<file path="src/hex_dump_line_to_bytes_core_macros.svh">
// ----------------------------------------------------------------------------
// Hex dump line to bytes: assertion macros
// Shared concurrent assertion forms used by the block's modules.
// ----------------------------------------------------------------------------
`ifndef HEX_DUMP_LINE_TO_BYTES_CORE_MACROS_SVH
`define HEX_DUMP_LINE_TO_BYTES_CORE_MACROS_SVH

// Same-cycle implication, checked while out of reset.
`define HEXDL_ASSERT_IMP(label, clk, rst_n, ante, cons, msg) \
	label: assert property (@(posedge clk) disable iff (!rst_n) (ante) |-> (cons)) \
		else $error(msg);

// Next-cycle implication, checked while out of reset.
`define HEXDL_ASSERT_NXT(label, clk, rst_n, ante, cons, msg) \
	label: assert property (@(posedge clk) disable iff (!rst_n) (ante) |=> (cons)) \
		else $error(msg);

`endif

</file>
<file path="src/hexdl_pkg.sv">
// ----------------------------------------------------------------------------
// Hex dump line to bytes: package
// Shared types and constants of the front and back parts.
// ----------------------------------------------------------------------------
package hexdl_pkg;

	localparam logic [7:0] CHAR_NL    = 8'h0A;
	localparam logic [7:0] CHAR_SPACE = 8'h20;

	localparam logic [5:0] HALF_WIDTH_RESET = 6'd24;
	localparam logic [3:0] DIV_WIDTH_RESET  = 4'd2;

	localparam int CFG_IDX_W = 2;
	localparam logic [CFG_IDX_W-1:0] CFG_HALF_WIDTH = 2'd0;
	localparam logic [CFG_IDX_W-1:0] CFG_DIV_WIDTH  = 2'd1;

	// One classified character, as it travels from front to back.
	typedef struct packed {
		logic       is_nl;
		logic       is_space;
		logic       is_hex;
		logic [3:0] nibble;
	} char_class_t;

	typedef struct packed {
		logic [5:0] half_width;
		logic [3:0] div_width;
	} cfg_t;

	typedef enum logic [5:0] {
		PH_ADDR    = 6'b000001,
		PH_SPACES  = 6'b000010,
		PH_HALF1   = 6'b000100,
		PH_DIVIDER = 6'b001000,
		PH_HALF2   = 6'b010000,
		PH_REST    = 6'b100000
	} phase_t;

endpackage

</file>
<file path="src/hexdl_front.sv">
// ----------------------------------------------------------------------------
// Hex dump line to bytes: front part
// Accepts characters, classifies them and holds them in a two-entry queue.
// ----------------------------------------------------------------------------
`include "hex_dump_line_to_bytes_core_macros.svh"

module hexdl_front
	import hexdl_pkg::*;
(
	input  logic        clk,
	input  logic        arst_n,
	input  logic        in_valid,
	output logic        in_ready,
	input  logic [7:0]  in_char,
	output logic        q_valid,
	input  logic        q_pop,
	output char_class_t q_item
);

	char_class_t cls;
	char_class_t entry_q [2];
	logic        wr_ptr_q;
	logic        rd_ptr_q;
	logic [1:0]  cnt_q;
	logic        push;

	// Character decode: newline, space and hex digit value.
	always_comb begin
		cls.is_nl    = (in_char == CHAR_NL);
		cls.is_space = (in_char == CHAR_SPACE);
		cls.is_hex   = 1'b0;
		cls.nibble   = 4'd0;
		if (in_char >= 8'h30 && in_char <= 8'h39) begin
			cls.is_hex = 1'b1;
			cls.nibble = in_char[3:0];
		end else if ((in_char >= 8'h61 && in_char <= 8'h66) ||
		             (in_char >= 8'h41 && in_char <= 8'h46)) begin
			cls.is_hex = 1'b1;
			cls.nibble = in_char[3:0] + 4'd9;
		end
	end

	assign in_ready = (cnt_q != 2'd2);
	assign push     = in_valid && in_ready;
	assign q_valid  = (cnt_q != 2'd0);
	assign q_item   = entry_q[rd_ptr_q];

	always_ff @(posedge clk) begin
		if (push) begin
			entry_q[wr_ptr_q] <= cls;
		end
	end

	always_ff @(posedge clk or negedge arst_n) begin
		if (!arst_n) begin
			wr_ptr_q <= 1'b0;
			rd_ptr_q <= 1'b0;
			cnt_q    <= 2'd0;
		end else begin
			if (push) begin
				wr_ptr_q <= ~wr_ptr_q;
			end
			if (q_pop) begin
				rd_ptr_q <= ~rd_ptr_q;
			end
			case ({push, q_pop})
				2'b10:   cnt_q <= cnt_q + 2'd1;
				2'b01:   cnt_q <= cnt_q - 2'd1;
				default: cnt_q <= cnt_q;
			endcase
		end
	end

	`HEXDL_ASSERT_IMP(a_cnt_bound, clk, arst_n, 1'b1, cnt_q != 2'd3, "queue count over depth")
	`HEXDL_ASSERT_IMP(a_pop_nonempty, clk, arst_n, q_pop, cnt_q != 2'd0, "pop from empty queue")
	`HEXDL_ASSERT_NXT(a_ptr_gap, clk, arst_n, cnt_q == 2'd1 && !push && !q_pop,
		(wr_ptr_q != rd_ptr_q) && cnt_q == 2'd1, "queue pointers out of step")

endmodule

</file>
<file path="src/hexdl_back.sv">
// ----------------------------------------------------------------------------
// Hex dump line to bytes: back part
// Runs the line parser on classified characters and drives the output register.
// ----------------------------------------------------------------------------
`include "hex_dump_line_to_bytes_core_macros.svh"

module hexdl_back
	import hexdl_pkg::*;
(
	input  logic        clk,
	input  logic        arst_n,
	input  cfg_t        cfg,
	input  logic        q_valid,
	output logic        q_pop,
	input  char_class_t q_item,
	output logic        out_valid,
	input  logic        out_ready,
	output logic [7:0]  out_byte
);

	phase_t     phase_q, phase_d;
	logic [6:0] pos_q, pos_d;
	logic [1:0] slot_q, slot_d;
	logic [7:0] nib_q, nib_d;
	logic [1:0] dig_q, dig_d;
	logic [3:0] dl_q, dl_d;
	logic       emit;
	logic [7:0] emit_val;
	logic       done;
	logic       do_half;
	logic       out_valid_q;
	logic [7:0] out_byte_q;

	assign q_pop = q_valid && (!out_valid_q || out_ready);

	// One character per cycle while the output register can take a byte; the phases fall through within the cycle.
	always_comb begin
		phase_d  = phase_q;
		pos_d    = pos_q;
		slot_d   = slot_q;
		nib_d    = nib_q;
		dig_d    = dig_q;
		dl_d     = dl_q;
		emit     = 1'b0;
		emit_val = nib_q;
		done     = 1'b0;
		do_half  = 1'b0;
		if (q_item.is_nl) begin
			// A newline closes an open group as its separator, then ends the line.
			emit    = (phase_q == PH_HALF1 || phase_q == PH_HALF2) && (dig_q != 2'd0);
			phase_d = PH_ADDR;
			pos_d   = 7'd0;
			slot_d  = 2'd0;
			nib_d   = 8'd0;
			dig_d   = 2'd0;
			dl_d    = 4'd0;
		end else begin
			if (phase_d == PH_ADDR) begin
				if (q_item.is_space) begin
					phase_d = PH_SPACES;
				end
				done = 1'b1;
			end
			if (!done && phase_d == PH_SPACES) begin
				if (q_item.is_space) begin
					done = 1'b1;
				end else begin
					phase_d = PH_HALF1;
					pos_d   = 7'd0;
					slot_d  = 2'd0;
					nib_d   = 8'd0;
					dig_d   = 2'd0;
				end
			end
			if (!done && phase_d == PH_HALF1) begin
				if (slot_d != 2'd0 || pos_d < {1'b0, cfg.half_width}) begin
					do_half = 1'b1;
					done    = 1'b1;
				end else begin
					phase_d = PH_DIVIDER;
					dl_d    = cfg.div_width;
				end
			end
			if (!done && phase_d == PH_DIVIDER) begin
				if (dl_d != 4'd0) begin
					dl_d = dl_d - 4'd1;
					done = 1'b1;
				end else begin
					phase_d = PH_HALF2;
					pos_d   = 7'd0;
					slot_d  = 2'd0;
					nib_d   = 8'd0;
					dig_d   = 2'd0;
				end
			end
			if (!done && phase_d == PH_HALF2) begin
				if (slot_d != 2'd0 || pos_d < {1'b0, cfg.half_width}) begin
					do_half = 1'b1;
				end else begin
					phase_d = PH_REST;
				end
			end
			if (do_half) begin
				pos_d = pos_d + 7'd1;
				if (slot_d < 2'd2 && q_item.is_hex) begin
					nib_d  = {nib_d[3:0], q_item.nibble};
					dig_d  = dig_d + 2'd1;
					slot_d = slot_d + 2'd1;
				end else begin
					emit     = (dig_d != 2'd0);
					emit_val = nib_d;
					slot_d   = 2'd0;
					nib_d    = 8'd0;
					dig_d    = 2'd0;
				end
			end
		end
	end

	always_ff @(posedge clk or negedge arst_n) begin
		if (!arst_n) begin
			phase_q     <= PH_ADDR;
			pos_q       <= 7'd0;
			slot_q      <= 2'd0;
			nib_q       <= 8'd0;
			dig_q       <= 2'd0;
			dl_q        <= 4'd0;
			out_valid_q <= 1'b0;
		end else begin
			if (q_pop) begin
				phase_q <= phase_d;
				pos_q   <= pos_d;
				slot_q  <= slot_d;
				nib_q   <= nib_d;
				dig_q   <= dig_d;
				dl_q    <= dl_d;
			end
			if (q_pop && emit) begin
				out_valid_q <= 1'b1;
			end else if (out_ready) begin
				out_valid_q <= 1'b0;
			end
		end
	end

	always_ff @(posedge clk) begin
		if (q_pop && emit) begin
			out_byte_q <= emit_val;
		end
	end

	assign out_valid = out_valid_q;
	assign out_byte  = out_byte_q;

	`HEXDL_ASSERT_IMP(a_div_phase, clk, arst_n, dl_q != 4'd0, phase_q == PH_DIVIDER,
		"divider count outside divider phase")
	`HEXDL_ASSERT_IMP(a_group_phase, clk, arst_n, slot_q != 2'd0,
		phase_q == PH_HALF1 || phase_q == PH_HALF2, "open group outside a data half")
	`HEXDL_ASSERT_IMP(a_rose_pop, clk, arst_n, $rose(out_valid_q), $past(q_pop),
		"byte produced without a consumed character")

endmodule

</file>
<file path="src/hex_dump_line_to_bytes_core.sv">
// ----------------------------------------------------------------------------
// Hex dump line to bytes: top level
// Turns hex dump text, one character per item, back into the dumped bytes.
// ----------------------------------------------------------------------------
// Usage: characters enter on the s_axis channel, one item per character.
// Each line is parsed as an address, spaces, a first data half of half_width
// characters, divider_width skipped characters and a second half; groups of
// up to two hex digits plus one separator give one byte each on m_axis.
// A newline ends the line and also closes a group left open.
// Configuration: cfg_we writes cfg_data into register cfg_index (0 is
// half_width, 1 is divider_width); other indexes are ignored. The user must
// make writes only while the block is idle; the block does not enforce it.
// Path: the character that completes a byte is written into the front queue
// when accepted; the parser works on it as it leaves the queue, and the byte
// is registered in the output register as that character is popped.
// Throughput: one character per cycle unless a byte waits on a stalled m_axis.
// The two-entry queue between front and back and the output register let a
// new character be accepted while a finished byte still waits.
// Reset: arst_n clears the queue, the parser to the address phase, the output
// valid and the registers to half_width 24 and divider_width 2.
// Stalls: when m_axis_tready is low the byte is held, the parser stops while
// a byte waits in the output register, and s_axis_tready drops when the queue
// fills.
// ----------------------------------------------------------------------------
module hex_dump_line_to_bytes_core
	import hexdl_pkg::*;
(
	input  logic                 clk,
	input  logic                 arst_n,
	input  logic                 s_axis_tvalid,
	output logic                 s_axis_tready,
	input  logic [7:0]           s_axis_tdata,   // [7:0] in_char
	output logic                 m_axis_tvalid,
	input  logic                 m_axis_tready,
	output logic [7:0]           m_axis_tdata,   // [7:0] out_byte
	input  logic                 cfg_we,
	input  logic [CFG_IDX_W-1:0] cfg_index,
	input  logic [5:0]           cfg_data
);

	cfg_t        cfg_q;
	logic        q_valid;
	logic        q_pop;
	char_class_t q_item;

	// Configuration registers; the parser reads them directly.
	always_ff @(posedge clk or negedge arst_n) begin
		if (!arst_n) begin
			cfg_q.half_width <= HALF_WIDTH_RESET;
			cfg_q.div_width  <= DIV_WIDTH_RESET;
		end else if (cfg_we) begin
			unique case (cfg_index)
				CFG_HALF_WIDTH: cfg_q.half_width <= cfg_data;
				CFG_DIV_WIDTH:  cfg_q.div_width  <= cfg_data[3:0];
				default:        cfg_q            <= cfg_q;
			endcase
		end
	end

	// Front: accepts and classifies characters into the queue.
	hexdl_front u_front (
		.clk      (clk),
		.arst_n   (arst_n),
		.in_valid (s_axis_tvalid),
		.in_ready (s_axis_tready),
		.in_char  (s_axis_tdata),
		.q_valid  (q_valid),
		.q_pop    (q_pop),
		.q_item   (q_item)
	);

	// Back: line parser and output register.
	hexdl_back u_back (
		.clk       (clk),
		.arst_n    (arst_n),
		.cfg       (cfg_q),
		.q_valid   (q_valid),
		.q_pop     (q_pop),
		.q_item    (q_item),
		.out_valid (m_axis_tvalid),
		.out_ready (m_axis_tready),
		.out_byte  (m_axis_tdata)
	);

endmodule

</file>
<file path="config.mk">
export PLATFORM = sky130hd
export DESIGN_NAME = hex_dump_line_to_bytes_core
export DESIGN_NICKNAME = d
export VERILOG_FILES = /design/src/hexdl_pkg.sv /design/src/hexdl_front.sv /design/src/hexdl_back.sv /design/src/hex_dump_line_to_bytes_core.sv
export VERILOG_INCLUDE_DIRS = /design/src /design/src/src
export SDC_FILE = /design/constraint.sdc
export NUM_CORES = 1
export LEC_CHECK = 0
export BUFFER_PORTS_ARGS = -buffer_cell sky130_fd_sc_hd__buf_2
export CAP_MARGIN = 5
export CORE_MARGIN = 5
export CORE_UTILIZATION = 40
export DETAILED_ROUTE_END_ITERATION = 16
export GPL_ROUTABILITY_DRIVEN = 0
export PLACE_DENSITY = 0.55
export SKIP_LAST_GASP = 1
export SYNTH_ARGS = -nofsm -noshare
export SYNTH_HDL_FRONTEND = slang
export SYNTH_SLANG_ARGS = --single-unit
</file>
<file path="constraint.sdc">
create_clock -name clk -period 6.6 [get_ports clk]
set_input_delay 0.99 -clock clk [delete_from_list [all_inputs] [get_ports clk]]
set_output_delay 0.99 -clock clk [all_outputs]
set_load 0.05 [all_outputs]
</file>
==> results_dict.tcl, run 1 <==
set metrics [dict create \
    global_route_wire_length_before_repair_microns 14400 \
    ys_seq_area_frac 0.473 \
    cts.clk_slew.worst_paths_ns 0.07 \
    design.core.area_sq_um 9150 \
    design_power_total_uw 1440 \
    vias 2947 \
    synth_area_per_cell_sq_um 10.3 \
    required_time_worst_endpoint_ns 6.65 \
    layout.cells.most_common "nand2_1" \
    via_per_inst 5.68 \
    nFillCells 876 \
    detailed_route_iter0_violations 161 \
    cts_hold_buffers 0 \
    critPathLaunchType "register" \
    grt_antenna_before_repair 0 \
    first_pass_iters 6 \
    setup_viol 0 \
    cts_root_buf "clkbuf_8" \
    timing_worst_slew_pin_value_ns 1.04 \
    synth_cell_type_count 67 \
    syn-instance-count 362 \
    synthTopCellsByArea "dfrtp_1, edfxtp_1, ha_1" \
    drive_above_1_share 0.196 \
    start_util 0.408 \
    max_slew_vio_count 0 \
    core.rowCount 35 \
    slew_hr 0.304 \
    worstPathMaxFanout 10 \
    layout.nets 444 \
    clk_sink_count 66 \
    htreeDepth 3 \
    cap_viol_max_count 0 \
    grt_setup_unrepaired "false" \
    grt.overflow.total 0 \
    power.share.combinational 0.350 \
    count_of_flip_flops_with_a_built_in_enable_after_synthesis 22 \
    insertion_delay_ns 0.35 \
    netSwitchingFraction 0.374 \
    synthToLayoutAreaGrowth_pct 14.7 \
    first_global_vias 2911 \
    fin_util 0.468 \
    finalCriticalPeriod_ns 6.08 \
    timing.hold.worst.class "reg2reg" \
    pwr_density_cell_nw_per_um2 336 \
    finalClockSkew_ns 0.0123 \
    fmaxAchievable_mhz 164 \
    total_leakage_power_uw 0.00193 \
    setup.worst_path.end_class "register" \
    irDropWorstVdd_mv 0.238 \
    yosys.area.top_type_share 0.268 \
    io-pin-count 31 \
    route.detailed.drc 0 \
    most-common-layout-cells "nand2_1, dfrtp_1, nor2_1, buf_2, o21ai_0" \
    cp.arrival_ns 6.13 \
    max-clock-path-buffers 2 \
    layout_worst_path_cycle_share 0.922 \
    clock_tree_from_tritoncts "built" \
    synthFlopType "dfrtp_1" \
    status "completed" \
    layout_setup_ws_ns 0.517 \
    io_buffer_count 30 \
    grt_start_max_net_pins 45 \
    setup_tns_ns 0 \
    hold_viol_final 0 \
    routedWlPerCell_microns 16.3 \
    num_antenna_cells 0 \
    synth_register_bits 66 \
    syn-cell-area_sq_um 3730 \
    clockPowerShare 0.262 \
    detailed_place_hpwl_microns 6300 \
    final_antenna_net_count 0 \
    synth_nets 403 \
    totalWireLength_microns 8450 \
    die_width_microns 107 \
    cellInternalPower_uw 902 \
    cts_buffers 9 \
    globalRouteTotalUtil 0.160 \
    switchingPower_uw 539 \
    die_h_microns 107 \
    floorplan.die_area_sq_um 11400 \
    crit_type "reg2reg" \
    async_reset_ff_frac 0.667 \
    post-synth-top-area-cell "dfrtp_1" \
    power_frac_seq 0.388 \
    post-place-ws_ns 0.315 \
    synth-warning-count 0 \
]
-- per-layer routing --
| metal | track usage | vias to the layer above | part of all wire |
|---|---|---|---|
| li1 | - | 1437 | - |
| met1 | 0.228 | 1420 | 0.48 |
| met2 | 0.239 | 75 | 0.46 |
| met3 | 0.0271 | 15 | 0.041 |
| met4 | 0.0731 | 0 | 0.017 |
| met5 | 0 | - | 0 |
-- cells by family (layout without fill, tap and decap cells) --
| logic type | Yosys count | count (layout) | synth area share |
|---|---|---|---|
| simple gates | 141 | 141 | 0.198 |
| xor+xnor | 8 | 8 | 0.0188 |
| compound gates | 87 | 87 | 0.169 |
| mux | 17 | 17 | 0.0486 |
| buf+inv | 23 | 69 | 0.0258 |
| flops | 66 | 66 | 0.473 |
| fa+ha+maj | 20 | 20 | 0.0670 |
-- synthesized netlist by cell type, types with 3 or more instances --
master	n
nand2_1	42
dfrtp_1	40
nor2_1	30
o21ai_0	26
edfxtp_1	22
ha_1	20
a21oi_1	12
inv_1	12
nor2b_1	11
a22o_1	10
mux2i_1	10
and3_1	8
nand3_1	8
nand2b_1	7
clkbuf_1	6
mux2_2	6
nor3_1	5
xnor2_1	5
a31oi_1	4
dfstp_2	4
nand4_1	4
o211ai_1	4
nor3b_1	3
or4_1	3
xor2_1	3
-- worst max-delay path: stages, from the launching register on --
cell and delay (ns):
dfrtp_1 0.48, nor4_4 0.32, buf_4 0.19, and4b_4 0.31
nor2_1 0.06, ha_1 0.29, and3_1 0.21, a41oi_1 0.32
o221ai_4 0.20, nand2_2 0.22, mux2i_1 0.31, ha_1 0.23
nor3b_2 0.23, and3_1 0.25, a21oi_4 0.10, and3_1 0.25
ha_1 0.29, nor2b_1 0.13, o21a_1 0.16, o211ai_1 0.16
a21oi_1 0.12, a211oi_2 0.29, or2_1 0.19, a31oi_1 0.16
nor2_1 0.13, buf_4 0.18
-- path summary, 6_finish.rpt --
path / start / endpoint / slack (ns) / cells past startpoint
hold / removal: u_back.nib_q[4] / u_back.nib_q[4] / 0.50 / 1
setup reg to reg: u_back.phase_q[4] / u_back.out_byte[0] / 0.52 / 25
setup / recovery: u_back.phase_q[4] / u_back.out_byte[0] / 0.52 / 25
min in group asynchronous: arst_n / u_back.dl_q[3] / 0.83 / 1
max in group asynchronous: arst_n / u_back.slot_q[1] / 5.12 / 1
hold reg to reg: u_back.nib_q[4] / u_back.nib_q[4] / 0.50 / 1
-- metrics by stage --
step	cell area (sq um)	instances	hold slack (ns)
4_1_cts	4250	517	0.506
3_5_place_dp	4040	501	0.471
3_3_place_gp	4040	501	0.477
5_1_grt	4280	519	0.515
6_report	4280	519	0.498
2_1_floorplan	3730	362	0.449
-- sequential cells by signal, summed over array words and instances, names as in the netlist, 2 cells and up --
name / flops
u_front.entry_q: 14
u_back.dl_q: 4
u_back.phase_q: 6
u_back.nib_q: 8
u_back.out_byte: 8
u_back.slot_q: 2
u_front.cnt_q: 2
u_back.dig_q: 2
cfg_q: 10
u_back.pos_q: 7
-- power by group through the flow --
| stage | sequential [uW] | clock [uW] | combinational [uW] |
|---|---|---|---|
| 6_report | 559 | 378 | 504 |
| 5_1_grt | 570 | 406 | 559 |
| 4_1_cts | 558 | 391 | 498 |
| 3_5_place_dp | 565 | 0 | 498 |
| 3_3_place_gp | 567 | 0 | 494 |
| 2_1_floorplan | 537 | 0 | 377 |
-- cell type report --
type | instances | area, sq um | area share
clock buffer | 10 | 128 | 0.0298
inverter | 13 | 48.8 | 0.0114
timing repair buffer | 40 | 225 | 0.0526
sequential | 66 | 1770 | 0.412
multi-input combinational | 273 | 1890 | 0.440
clock inverter | 6 | 90.1 | 0.0210
tap | 111 | 139 | 0.0324
-- what timing repair did --
action                                  in CTS  in global routing
setup buffers                                0                  2
endpoints found under the setup margin       0                 36
gates resized for setup                      0                  3
No activity file was read; power rests on OpenSTA's default activity.
==> run 2, diff against run 1 <==
--- a/config.mk
+++ b/config.mk
@@ -9,10 +9,10 @@
 export BUFFER_PORTS_ARGS = -buffer_cell sky130_fd_sc_hd__buf_2
 export CAP_MARGIN = 5
 export CORE_MARGIN = 5
-export CORE_UTILIZATION = 40
+export CORE_UTILIZATION = 50
 export DETAILED_ROUTE_END_ITERATION = 16
 export GPL_ROUTABILITY_DRIVEN = 0
-export PLACE_DENSITY = 0.55
+export PLACE_DENSITY = 0.67
 export SKIP_LAST_GASP = 1
 export SYNTH_ARGS = -nofsm -noshare
 export SYNTH_HDL_FRONTEND = slang
==> results_dict.tcl, run 2 (synthesized netlist as in run 1, its figures left out) <==
set metrics [dict create \
    status "completed" \
    io-pin-count 31 \
    cts_hold_buffers 0 \
    worstPathMaxFanout 10 \
    timing.hold.worst.class "reg2reg" \
    max_slew_vio_count 0 \
    die_width_microns 96.4 \
    first_global_vias 2911 \
    setup.worst_path.end_class "register" \
    totalWireLength_microns 8040 \
    vias 2881 \
    largest_register "u_front.entry_q" \
    design.core.area_sq_um 7250 \
    layout.cells.most_common "nand2_1" \
    num_antenna_cells 0 \
    insertion_delay_ns 0.34 \
    finalClockSkew_ns 0.0104 \
    cts_root_buf "clkbuf_8" \
    routedWlPerCell_microns 15.8 \
    stdcell_area_sq_um 4270 \
    io_buffer_count 30 \
    die_h_microns 96.4 \
    design_power_total_uw 1440 \
    critPathLaunchType "register" \
    globalRouteTotalUtil 0.198 \
    critical-path-slowest-cell "dfrtp_1" \
    clk_sink_count 66 \
    clock_tree_from_tritoncts "built" \
    layout_top_registers "u_front.entry_q: 14 flops, cfg_q: 10 flops" \
    core.rowCount 31 \
    largest_register_ff_count 14 \
    hold_ws_ns 0.500 \
    crit_type "reg2reg" \
    htreeDepth 3 \
    max-clock-path-buffers 2 \
    first_pass_iters 4 \
    setup_tns_ns 0 \
    required_time_worst_endpoint_ns 6.65 \
    fmaxAchievable_mhz 162 \
    fin_util 0.589 \
    setup_viol 0 \
    finalCriticalPeriod_ns 6.18 \
    grt_antenna_before_repair 0 \
    cap_viol_max_count 0 \
    drive_above_1_share 0.198 \
    synthToLayoutAreaGrowth_pct 14.3 \
    detailed_route_iter0_violations 182 \
    global_route_wire_length_before_repair_microns 14100 \
    slew_hr 0.339 \
    layout_worst_path_cycle_share 0.936 \
    floorplan.die_area_sq_um 9300 \
    nFillCells 640 \
    grt_start_max_net_pins 45 \
    grt_setup_unrepaired "false" \
    layout.nets 446 \
    cts.clk_slew.worst_paths_ns 0.07 \
    layout.area.seq_sq_um 1770 \
    timing_worst_slew_pin_value_ns 0.991 \
    slowest_delay_ns 0.47 \
    final_antenna_net_count 0 \
    route.detailed.drc 0 \
    irDropWorstVdd_mv 0.257 \
    total_leakage_power_uw 0.00193 \
    pwr_density_cell_nw_per_um2 338 \
    place_area_sq_um 4010 \
    cp.arrival_ns 6.23 \
    multi_input_area_sq_um 1870 \
    start_util 0.515 \
    via_per_inst 5.66 \
    detailed_place_hpwl_microns 5930 \
    most-common-layout-cells "nand2_1, dfrtp_1, nor2_1, buf_2, o21ai_0" \
    hold_viol_final 0 \
    cts_buffers 9 \
    grt.overflow.total 0 \
]
==> run 2: changes by cell type in the layout (fill, tap and decap cells not counted), sizes merged <==
| cell | delta |
|---|---|
| clkinvlp | +1 |
| buf | +2 |
| clkbuf | -1 |
==> run 2: power by group <==
part           total (uW)  internal [uW]  switching [uW]
clock                 369            212             157
combinational         514            201             313
sequential            558            498            59.9
total                1440            911             530
==> run 2: cell type report <==
cell class	instances	share of cell area
Clock inverter	7	0.0217
Sequential cell	66	0.414
Clock buffer	9	0.0290
Multi-Input combinational cell	273	0.439
Timing Repair Buffer	42	0.0563
Tap cell	99	0.0290
Inverter	13	0.0114
==> run 2: repair_timing <==
action                                  in CTS  in global routing
resized for setup                            0                  1
endpoints found under the setup margin       0                 36
endpoints found under the hold margin        0                  0
setup buffers                                0                  5
==> run 2: path summary, 6_finish.rpt <==
check / start / end / slack [ns] / cells after the start
setup / recovery: u_back.phase_q[4] / u_back.out_byte[6] / 0.42 / 26
setup reg to reg: u_back.phase_q[4] / u_back.out_byte[6] / 0.42 / 26
hold reg to reg: u_front.wr_ptr_q / u_front.wr_ptr_q / 0.50 / 1
hold / removal: u_front.wr_ptr_q / u_front.wr_ptr_q / 0.50 / 1
max in group asynchronous: arst_n / u_back.pos_q[1] / 5.17 / 1
min in group asynchronous: arst_n / u_back.dl_q[3] / 0.82 / 1
==> run 2: layer usage <==
| layer | share of wire | GRT usage | wire length (microns) |
|---|---|---|---|
| met5 | 0 | 0 | 0 |
| met4 | 0.018 | 0.0771 | 142 |
| met3 | 0.073 | 0.0503 | 584 |
| met2 | 0.45 | 0.300 | 3640 |
| met1 | 0.46 | 0.272 | 3680 |
==> run 2: critical path: cells and delay by family, from the launching register on <==
kind / cells / cell delay [ns]
simple gates: 11 / 2.36
compound gates: 8 / 1.54
fa+ha+maj: 3 / 0.79
flops: 1 / 0.47
buf+inv: 3 / 0.43
mux: 1 / 0.29
==> run 2: stage by stage <==
stage	std cells	setup slack, ns
floorplan	362	0.605
global placement	488	0.327
detailed placement	488	0.174
CTS	504	0.111
global route	509	0.00634
finish	509	0.421
